File: src/hdl/stt_pkg.sv
// types, codes and reset values of the timer table; its types and codes are shared with its checker
package stt_pkg;

   localparam int SLOT_COUNT_DEF = 16;
   localparam int KEY_BITS_DEF = 16;

   localparam logic [15:0] SLEEP_MIN_RST = 16'd100;
   localparam logic [15:0] SLEEP_MAX_RST = 16'd1000;

   typedef enum logic [1:0] {
      OP_TICK,
      OP_SET,
      OP_STOP
   } opcode_type;

   typedef enum logic [1:0] {
      KIND_STATUS,
      KIND_FIRED,
      KIND_SLEEP
   } kind_type;

   typedef enum logic [1:0] {
      STAT_OK,
      STAT_NO_FREE,
      STAT_NOT_FOUND
   } status_type;

   typedef enum logic {
      CSR_SLEEP_MIN,
      CSR_SLEEP_MAX
   } csr_index_type;

   typedef enum logic [2:0] {
      S_IDLE,
      S_SCAN,
      S_RELOAD,
      S_WRITE,
      S_REPLY,
      S_SUMMARY
   } state_type;

   typedef struct packed {
      logic [1:0]  opcode;
      logic [15:0] timer_key;
      logic [31:0] countdown_us;
      logic [31:0] interval_us;
      logic [7:0]  queue_id;
      logic [31:0] message;
      logic [63:0] now_us;
   } req_type;

   typedef struct packed {
      logic [1:0]  kind;
      logic [1:0]  status;
      logic [7:0]  fired_queue;
      logic [31:0] fired_message;
      logic [15:0] sleep_us;
      logic        last;
   } rsp_type;

endpackage

File: src/hdl/software_timer_table.sv
// timer table: slot store, scan sequencer and one shared 65-bit adder
// tick: scans every slot, plus a reload step per periodic slot reloaded and any result stall
// set and stop: scan for the key, then write (set) and reply; one item at a time, req_stall high meanwhile
// the sequencer does one slot store read and one adder operation per cycle
// reset (synchronous): all slots free, sleep bounds 100 and 1000 us, store contents not cleared
module software_timer_table #(
   parameter int SLOT_COUNT = stt_pkg::SLOT_COUNT_DEF,
   parameter int KEY_BITS   = stt_pkg::KEY_BITS_DEF
) (
   input  logic            clock,
   input  logic            reset,
   input  logic            req_valid,
   output logic            req_stall,
   input  stt_pkg::req_type req_data,
   output logic            rsp_valid,
   input  logic            rsp_stall,
   output stt_pkg::rsp_type rsp_data,
   input  logic            csr_valid,
   output logic            csr_ready,
   input  logic            csr_index,
   input  logic [15:0]     csr_wdata
);
   import stt_pkg::*;

   localparam int IDX_W = (SLOT_COUNT > 1) ? $clog2(SLOT_COUNT) : 1;
   localparam logic [IDX_W-1:0] LAST_IDX = IDX_W'(SLOT_COUNT - 1);

   state_type state_ff, state_in;
   req_type req_ff, req_in;
   logic [IDX_W-1:0] idx_ff, idx_in;
   logic [IDX_W-1:0] tgt_ff, tgt_in;
   logic [IDX_W-1:0] free_idx_ff, free_idx_in;
   logic free_found_ff, free_found_in;
   logic any_ff, any_in;
   logic [15:0] sleep_ff, sleep_in;
   status_type status_ff, status_in;
   logic rsp_valid_ff, rsp_valid_in;
   rsp_type rsp_ff, rsp_in;
   logic [SLOT_COUNT-1:0] valid_ff, valid_in;
   logic [15:0] sleep_min_ff, sleep_max_ff;

   // slot store
   logic [KEY_BITS-1:0] key_mem [SLOT_COUNT];
   logic [7:0]          queue_mem [SLOT_COUNT];
   logic [31:0]         msg_mem [SLOT_COUNT];
   logic [63:0]         due_mem [SLOT_COUNT];
   logic [31:0]         ival_mem [SLOT_COUNT];
   logic [KEY_BITS-1:0] rd_key_ff;
   logic [7:0]          rd_queue_ff;
   logic [31:0]         rd_msg_ff;
   logic [63:0]         rd_due_ff;
   logic [31:0]         rd_ival_ff;

   logic wr_all, wr_due;
   logic [IDX_W-1:0] wr_addr;

   logic [31:0] key_wide;
   logic [KEY_BITS-1:0] key_value;
   logic [63:0] add_a, add_b;
   logic add_cin;
   logic [64:0] add_sum;
   logic [63:0] sat_value;
   logic out_free, last_slot, match, hit_due, adv, upd;
   logic [63:0] delay;
   logic [15:0] sleep_lo;

   assign key_wide  = {16'd0, req_ff.timer_key};
   assign key_value = key_wide[KEY_BITS-1:0];
   assign add_sum   = {1'b0, add_a} + {1'b0, add_b} + {64'd0, add_cin};
   assign sat_value = add_sum[64] ? '1 : add_sum[63:0];
   assign out_free  = !rsp_valid_ff || !rsp_stall;
   assign last_slot = (idx_ff == LAST_IDX);
   assign match     = valid_ff[idx_ff] && (rd_key_ff == key_value);
   assign hit_due   = !add_sum[64] || (add_sum[63:0] == 64'd0);
   assign sleep_lo  = (sleep_ff < sleep_min_ff) ? sleep_min_ff : sleep_ff;
   assign wr_addr   = (state_ff == S_WRITE) ? tgt_ff : idx_ff;

   assign req_stall = (state_ff != S_IDLE);
   assign rsp_valid = rsp_valid_ff;
   assign rsp_data  = rsp_ff;
   assign csr_ready = 1'b1;

   // shared adder operands
   always_comb begin
      add_a   = req_ff.now_us;
      add_b   = 64'd0;
      add_cin = 1'b0;
      unique case (state_ff)
         S_SCAN: begin
            add_a   = rd_due_ff;
            add_b   = ~req_ff.now_us;
            add_cin = 1'b1;
         end
         S_RELOAD: begin
            add_b = {32'd0, rd_ival_ff};
         end
         S_WRITE: begin
            add_b = {32'd0, req_ff.countdown_us};
         end
         S_IDLE, S_REPLY, S_SUMMARY: begin
            add_b = 64'd0;
         end
         default: begin
            add_b = 64'd0;
         end
      endcase
   end

   // sequencer
   always_comb begin
      state_in      = state_ff;
      req_in        = req_ff;
      idx_in        = idx_ff;
      tgt_in        = tgt_ff;
      free_idx_in   = free_idx_ff;
      free_found_in = free_found_ff;
      any_in        = any_ff;
      sleep_in      = sleep_ff;
      status_in     = status_ff;
      valid_in      = valid_ff;
      rsp_valid_in  = rsp_valid_ff && rsp_stall;
      rsp_in        = rsp_ff;
      wr_all        = 1'b0;
      wr_due        = 1'b0;
      adv           = 1'b0;
      upd           = 1'b0;
      delay         = 64'd0;
      unique case (state_ff)
         S_IDLE: begin
            if (req_valid) begin
               req_in        = req_data;
               idx_in        = '0;
               free_found_in = 1'b0;
               any_in        = |valid_ff;
               sleep_in      = sleep_max_ff;
               if (req_data.opcode == OP_TICK || req_data.opcode == OP_SET ||
                   req_data.opcode == OP_STOP) begin
                  state_in = S_SCAN;
               end
            end
         end
         S_SCAN: begin
            if (req_ff.opcode == OP_TICK) begin
               if (!valid_ff[idx_ff]) begin
                  adv = 1'b1;
               end else if (!hit_due) begin
                  delay = add_sum[63:0];
                  upd   = 1'b1;
                  adv   = 1'b1;
               end else if (rd_queue_ff == 8'd0 || out_free) begin
                  if (rd_queue_ff != 8'd0) begin
                     rsp_valid_in         = 1'b1;
                     rsp_in               = '0;
                     rsp_in.kind          = KIND_FIRED;
                     rsp_in.fired_queue   = rd_queue_ff;
                     rsp_in.fired_message = rd_msg_ff;
                  end
                  if (rd_ival_ff != 32'd0) begin
                     state_in = S_RELOAD;
                  end else begin
                     valid_in[idx_ff] = 1'b0;
                     adv              = 1'b1;
                  end
               end
            end else if (match) begin
               tgt_in = idx_ff;
               if (req_ff.opcode == OP_SET) begin
                  state_in = S_WRITE;
               end else begin
                  valid_in[idx_ff] = 1'b0;
                  status_in        = STAT_OK;
                  state_in         = S_REPLY;
               end
            end else begin
               if (!valid_ff[idx_ff] && !free_found_ff) begin
                  free_found_in = 1'b1;
                  free_idx_in   = idx_ff;
               end
               if (!last_slot) begin
                  idx_in = idx_ff + IDX_W'(1);
               end else if (req_ff.opcode != OP_SET) begin
                  status_in = STAT_NOT_FOUND;
                  state_in  = S_REPLY;
               end else if (free_found_ff || !valid_ff[idx_ff]) begin
                  tgt_in   = free_found_ff ? free_idx_ff : idx_ff;
                  state_in = S_WRITE;
               end else begin
                  status_in = STAT_NO_FREE;
                  state_in  = S_REPLY;
               end
            end
         end
         S_RELOAD: begin
            wr_due = 1'b1;
            delay  = add_sum[64] ? ~req_ff.now_us : {32'd0, rd_ival_ff};
            upd    = 1'b1;
            adv    = 1'b1;
         end
         S_WRITE: begin
            wr_all           = 1'b1;
            wr_due           = 1'b1;
            valid_in[tgt_ff] = 1'b1;
            status_in        = STAT_OK;
            state_in         = S_REPLY;
         end
         S_REPLY: begin
            if (out_free) begin
               rsp_valid_in  = 1'b1;
               rsp_in        = '0;
               rsp_in.kind   = KIND_STATUS;
               rsp_in.status = status_ff;
               rsp_in.last   = 1'b1;
               state_in      = S_IDLE;
            end
         end
         S_SUMMARY: begin
            if (out_free) begin
               rsp_valid_in    = 1'b1;
               rsp_in          = '0;
               rsp_in.kind     = KIND_SLEEP;
               rsp_in.sleep_us = !any_ff ? sleep_max_ff :
                                 (sleep_lo > sleep_max_ff) ? sleep_max_ff : sleep_lo;
               rsp_in.last     = 1'b1;
               state_in        = S_IDLE;
            end
         end
         default: begin
            state_in = S_IDLE;
         end
      endcase
      if (upd && delay[63:16] == 48'd0 && delay[15:0] < sleep_ff) begin
         sleep_in = delay[15:0];
      end
      if (adv) begin
         if (last_slot) begin
            state_in = S_SUMMARY;
         end else begin
            idx_in   = idx_ff + IDX_W'(1);
            state_in = S_SCAN;
         end
      end
   end

   always_ff @(posedge clock) begin
      if (reset) begin
         state_ff <= S_IDLE;
      end else begin
         state_ff <= state_in;
      end
   end

   always_ff @(posedge clock) begin
      if (reset) begin
         rsp_valid_ff <= 1'b0;
         valid_ff     <= '0;
      end else begin
         rsp_valid_ff <= rsp_valid_in;
         valid_ff     <= valid_in;
      end
   end

   always_ff @(posedge clock) begin
      req_ff        <= req_in;
      idx_ff        <= idx_in;
      tgt_ff        <= tgt_in;
      free_idx_ff   <= free_idx_in;
      free_found_ff <= free_found_in;
      any_ff        <= any_in;
      sleep_ff      <= sleep_in;
      status_ff     <= status_in;
      rsp_ff        <= rsp_in;
   end

   always_ff @(posedge clock) begin
      if (reset) begin
         sleep_min_ff <= SLEEP_MIN_RST;
         sleep_max_ff <= SLEEP_MAX_RST;
      end else if (csr_valid) begin
         unique case (csr_index)
            CSR_SLEEP_MIN: sleep_min_ff <= csr_wdata;
            CSR_SLEEP_MAX: sleep_max_ff <= csr_wdata;
            default: sleep_max_ff <= sleep_max_ff;
         endcase
      end
   end

   // slot store write and registered read
   always_ff @(posedge clock) begin
      if (wr_all) begin
         key_mem[wr_addr]   <= key_value;
         queue_mem[wr_addr] <= req_ff.queue_id;
         msg_mem[wr_addr]   <= req_ff.message;
         ival_mem[wr_addr]  <= req_ff.interval_us;
      end
      if (wr_due) begin
         due_mem[wr_addr] <= sat_value;
      end
      rd_key_ff   <= key_mem[idx_in];
      rd_queue_ff <= queue_mem[idx_in];
      rd_msg_ff   <= msg_mem[idx_in];
      rd_due_ff   <= due_mem[idx_in];
      rd_ival_ff  <= ival_mem[idx_in];
   end

endmodule

File: config.mk
export PLATFORM = sky130hd
export DESIGN_NAME = software_timer_table
export DESIGN_NICKNAME = d
export VERILOG_FILES = /design/src/hdl/stt_pkg.sv /design/src/hdl/software_timer_table.sv
export SDC_FILE = /design/constraint.sdc
export NUM_CORES = 2
export LEC_CHECK = 0
export ABC_AREA = 1
export CORE_UTILIZATION = 50
export CTS_CLUSTER_DIAMETER = 150
export DETAILED_ROUTE_END_ITERATION = 10
export DONT_BUFFER_PORTS = 1
export MAX_ROUTING_LAYER = met4
export PLACE_DENSITY_LB_ADDON = 0.1
export SYNTH_ARGS = -nofsm -noshare
export SYNTH_HDL_FRONTEND = slang
export SYNTH_SLANG_ARGS = --single-unit
export TNS_END_PERCENT = 100
File: constraint.sdc
create_clock -name clock -period 27.4 [get_ports clock]
set_clock_uncertainty 0.1 [all_clocks]
set_input_delay 1.37 -clock clock [delete_from_list [all_inputs] [get_ports clock]]
set_output_delay 1.37 -clock clock [all_outputs]
set_load 0.005 [all_outputs]
==> results.md <==
- Largest net degree at the start of global routing: 232
- CP arrival: 11.31 ns
- Synth unique cells: 51
- Max-Cap Viols: 0
- Worst r2r src: state_ff[0]$_SDFFE_PP0P_
- CP max-delay cell: buf_4
- VDD IR-drop max: 112 uV
- Synthesis-stage register bit count: 2915
- Slew Viols, Final: 0
- Residual DRC count: 0
- Min-Delay Path Class: reg -> reg
- Reg clk slew, reported paths: 0.06 ns
- Starting density of the core: 50.4%
- Core box area: 257000 um^2
- CP endpoint: rd_due_ff[2]$_DFF_P_
- Ys async rst share: 0%
- Die area: 262000 um^2
- Drt initial violations: 9650
- First-pass GRT wire length: 558 mm
- Area occupied by multi-input gates: 34900 um^2
- Setup Fix Bufs, Post-CTS: 0
- First-pass detailed-route iteration total: 6
- DR vias: 88.5k
- Endpoints failing setup: 0
- Setup TNS: 0 ns
- Row cnt: 186
- Number of enable flip-flop cells after synthesis: 2707
- H-tree levels: 5
- Actual slew at the worst max-slew pin: 1.19 ns
- HPWL Detailed: 207 mm
- Relative slew margins: 20.6%
- Worst-skew pair later-pin latency: 0.90 ns
- Total GRT Usage: 29.4%
- CP most frequent cell: nand2_1
- CTS buffer count: 314
- Max frequency: 94.0 MHz
- Hold Buf Count CTS: 0
- Unrepaired setup endpoints after global routing: no
- Final critical-path setup slack: 16.76 ns
- Sequential share of power: 36.9%
- Port-buffer cells: 0
- Worst R2R Path Depth: 35
- R2r setup slk: 16.76 ns
- Register area: 85500 um^2
- Area delta synth->final: 9.49%
- NetSw: 7100 uW
- Startpoint Class: flip-flop
- Part of the cycle the worst path needs: 38.8%
- Die width: 511 um
- Io pins: 272
- Chip height: 511 um
- Layout cell share with drive strength beyond 1: 5.54%
- Avg Synthesized Cell Area: 10.6 um^2
- Post-DRT Antenna Nets: 0
- Setup Crit Path Kind: reg -> reg
- Vias in the first global route: 83.7k
- Comb power frac: 38.8%
- Maximum fanout along the worst path: 97
- YS warnings: 0
- Final nets: 12.3k
- Net Sw Frac: 41.3%
- Power density cells: 121 nW/um^2
- CTS tree: done
- Post-synthesis net count: 12.5k
- Initial antenna violation count: 28
- Clock buffer depth: 4
- Post-DR vias/cell: 5.66
- GPL Wtd Cong: 0.978
- P_leak: 0.0562 uW
- Synth Cell Area: 130000 um^2
- Period minus WS final: 10.64 ns
- Pint: 10100 uW
- Clock Tree Root: clkbuf_16
- Congestion Overflow GR: 0
- Clock Sinks: 2915
- Register area share after synthesis: 65.8%
- Clk network pwr share: 24.3%
- Critical Path Start: state_ff[0]$_SDFFE_PP0P_
- Post-place setup slack: 16.79 ns
- WL/cell: 24.3 um
- Final hold vios: 0
- Fillcell total: 21.8k
- Final wirelength: 380 mm
- Critical R2R Capture: rd_due_ff[2]$_DFF_P_
- CP Capture Type: flip-flop
- Cells after synthesis: 12.2k
- Ys flop type: edfxtp_1
- Post-cts resize count: 0
- Critical Path RT: 28.07 ns
- CP peak stage delay: 0.89 ns
- Status: finished, final reports clean
-- power groups by stage --
stage | Combinational, uW | Clock (uW) | Sequential (uW)
after detailed placement | 6600 | 0 | 6420
final | 6660 | 4180 | 6350
after floorplan | 4700 | 0 | 6170
after global routing | 7350 | 4400 | 6360
after global placement | 6510 | 0 | 6420
after CTS | 6630 | 4240 | 6330
-- cells in the final DEF (no fill, tap or decap), types with 7 or more instances in the layout --
cell type | Yosys | routed
a211oi_1 | 19 | 19
a21oi_1 | 133 | 133
a31oi_1 | 17 | 17
buf_12 | 0 | 15
buf_4 | 49 | 135
bufinv_16 | 0 | 26
clkbuf_1 | 151 | 81
clkbuf_16 | 0 | 321
clkbuf_8 | 0 | 12
clkinv_1 | 4 | 45
clkinv_2 | 1 | 55
clkinvlp_4 | 0 | 12
dfxtp_1 | 208 | 208
diode_2 | 0 | 25
edfxtp_1 | 2707 | 2707
ha_1 | 113 | 113
inv_1 | 1587 | 1583
inv_2 | 12 | 10
inv_6 | 0 | 11
nand2_1 | 2970 | 2970
nand3_1 | 1990 | 1990
nand3b_1 | 923 | 923
nand4_1 | 38 | 38
nor2_1 | 301 | 277
nor2_2 | 6 | 7
nor2_4 | 0 | 23
nor3_1 | 34 | 22
nor3_2 | 1 | 13
nor4_1 | 20 | 20
o211ai_1 | 44 | 44
o21ai_0 | 293 | 292
o21bai_1 | 8 | 8
or2_2 | 11 | 11
xnor2_1 | 21 | 21
xor2_1 | 15 | 15
-- worst min-delay path by stage --
stage	start	to	slack, ns	depth (start not counted)
finish	sleep_min_ff[8]$_SDFFE_PP0P_	sleep_min_ff[8]$_SDFFE_PP0P_	0.37	2
global route	sleep_min_ff[8]$_SDFFE_PP0P_	sleep_min_ff[8]$_SDFFE_PP0P_	0.40	2
CTS	sleep_min_ff[8]$_SDFFE_PP0P_	sleep_min_ff[8]$_SDFFE_PP0P_	0.38	2
detailed placement	sleep_min_ff[8]$_SDFFE_PP0P_	sleep_min_ff[8]$_SDFFE_PP0P_	0.37	2
global placement	sleep_min_ff[4]$_SDFFE_PP0P_	sleep_min_ff[4]$_SDFFE_PP0P_	0.36	2
floorplan	sleep_min_ff[10]$_SDFFE_PP0P_	sleep_min_ff[10]$_SDFFE_PP0P_	0.35	2
-- synth_stat cells, drive strengths merged (20+ instances only) --
library cell | number | area [um^2]
ha | 113 | 1410
clkbuf | 153 | 582
inv | 1599 | 6000
nand3b | 924 | 6940
a21oi | 133 | 666
xnor2 | 21 | 184
nor2 | 307 | 1170
buf | 524 | 3070
nor3 | 35 | 180
nand4 | 38 | 238
edfxtp | 2707 | 81300
nor4 | 20 | 125
o211ai | 44 | 330
nand2 | 2978 | 11200
o21ai | 296 | 1490
nand3 | 1991 | 9970
dfxtp | 208 | 4160
-- layer usage --
| metal | track usage (%) | up-vias | wire length [um] |
|---|---|---|---|
| met5 | - | - | 0 |
| met4 | 7.65 | 0 | 9590 |
| met3 | 3.93 | 560 | 28900 |
| met2 | 45.2 | 3418 | 174000 |
| met1 | 41.3 | 43600 | 167000 |
| li1 | - | 40900 | - |
-- worst max-delay path: cells and delay by family, from the launching register on --
kind,cells,cell delay [ns]
AOI/OAI and AO/OA,1,0.16
adders and majority gates,1,0.43
and+or+nand+nor,26,4.93
buffers and inverters,7,4.25
DFF,1,0.36
-- sequential cells by signal, indices dropped and copies added, names as in the netlist, 61 cells and up --
name / count
key_mem: 256
queue_mem: 128
ival_mem: 512
rsp_data: 61
rd_due_ff: 64
req_ff: 170
msg_mem: 512
due_mem: 1024
-- metrics by stage --
stage / area, um^2 / hold slack, ns / cells / utilization (%) / total power, uW
finish: 142000 / 0.371 / 15600 / 55.2 / 17200
global route: 142000 / 0.404 / 15600 / 55.2 / 18100
CTS: 142000 / 0.377 / 15600 / 55.2 / 17200
detailed placement: 132000 / 0.369 / 15000 / 51.3 / 13000
global placement: 132000 / 0.362 / 15000 / 51.3 / 12900
floorplan: 130000 / 0.348 / 12200 / - / 10900
-- final cells by class --
cell class | count | share of cell area [%]
inverter | 1604 | 4.27
sequential | 2915 | 60.1
clock inverter | 152 | 1.07
antenna | 25 | 0.0440
clock buffer | 414 | 5.98
timing repair buffer | 150 | 0.925
tap | 3384 | 2.98
multi-input combinational | 6994 | 24.6
-- cells by family (layout without fill, tap and decap cells) --
kind of cell | count (synthesis) | count (layout) | synth area share [%]
other | 1 | 26 | 0.00289
AND/OR/NAND/NOR | 6310 | 6310 | 23.1
buffers and inverters | 2281 | 2320 | 7.45
adder cells (fa/ha/maj) | 115 | 115 | 1.12
flip-flops | 2915 | 2915 | 65.8
AO/OA/AOI/OAI | 532 | 532 | 2.25
XOR/XNOR | 36 | 36 | 0.243
(Power assumes the default switching activity.)
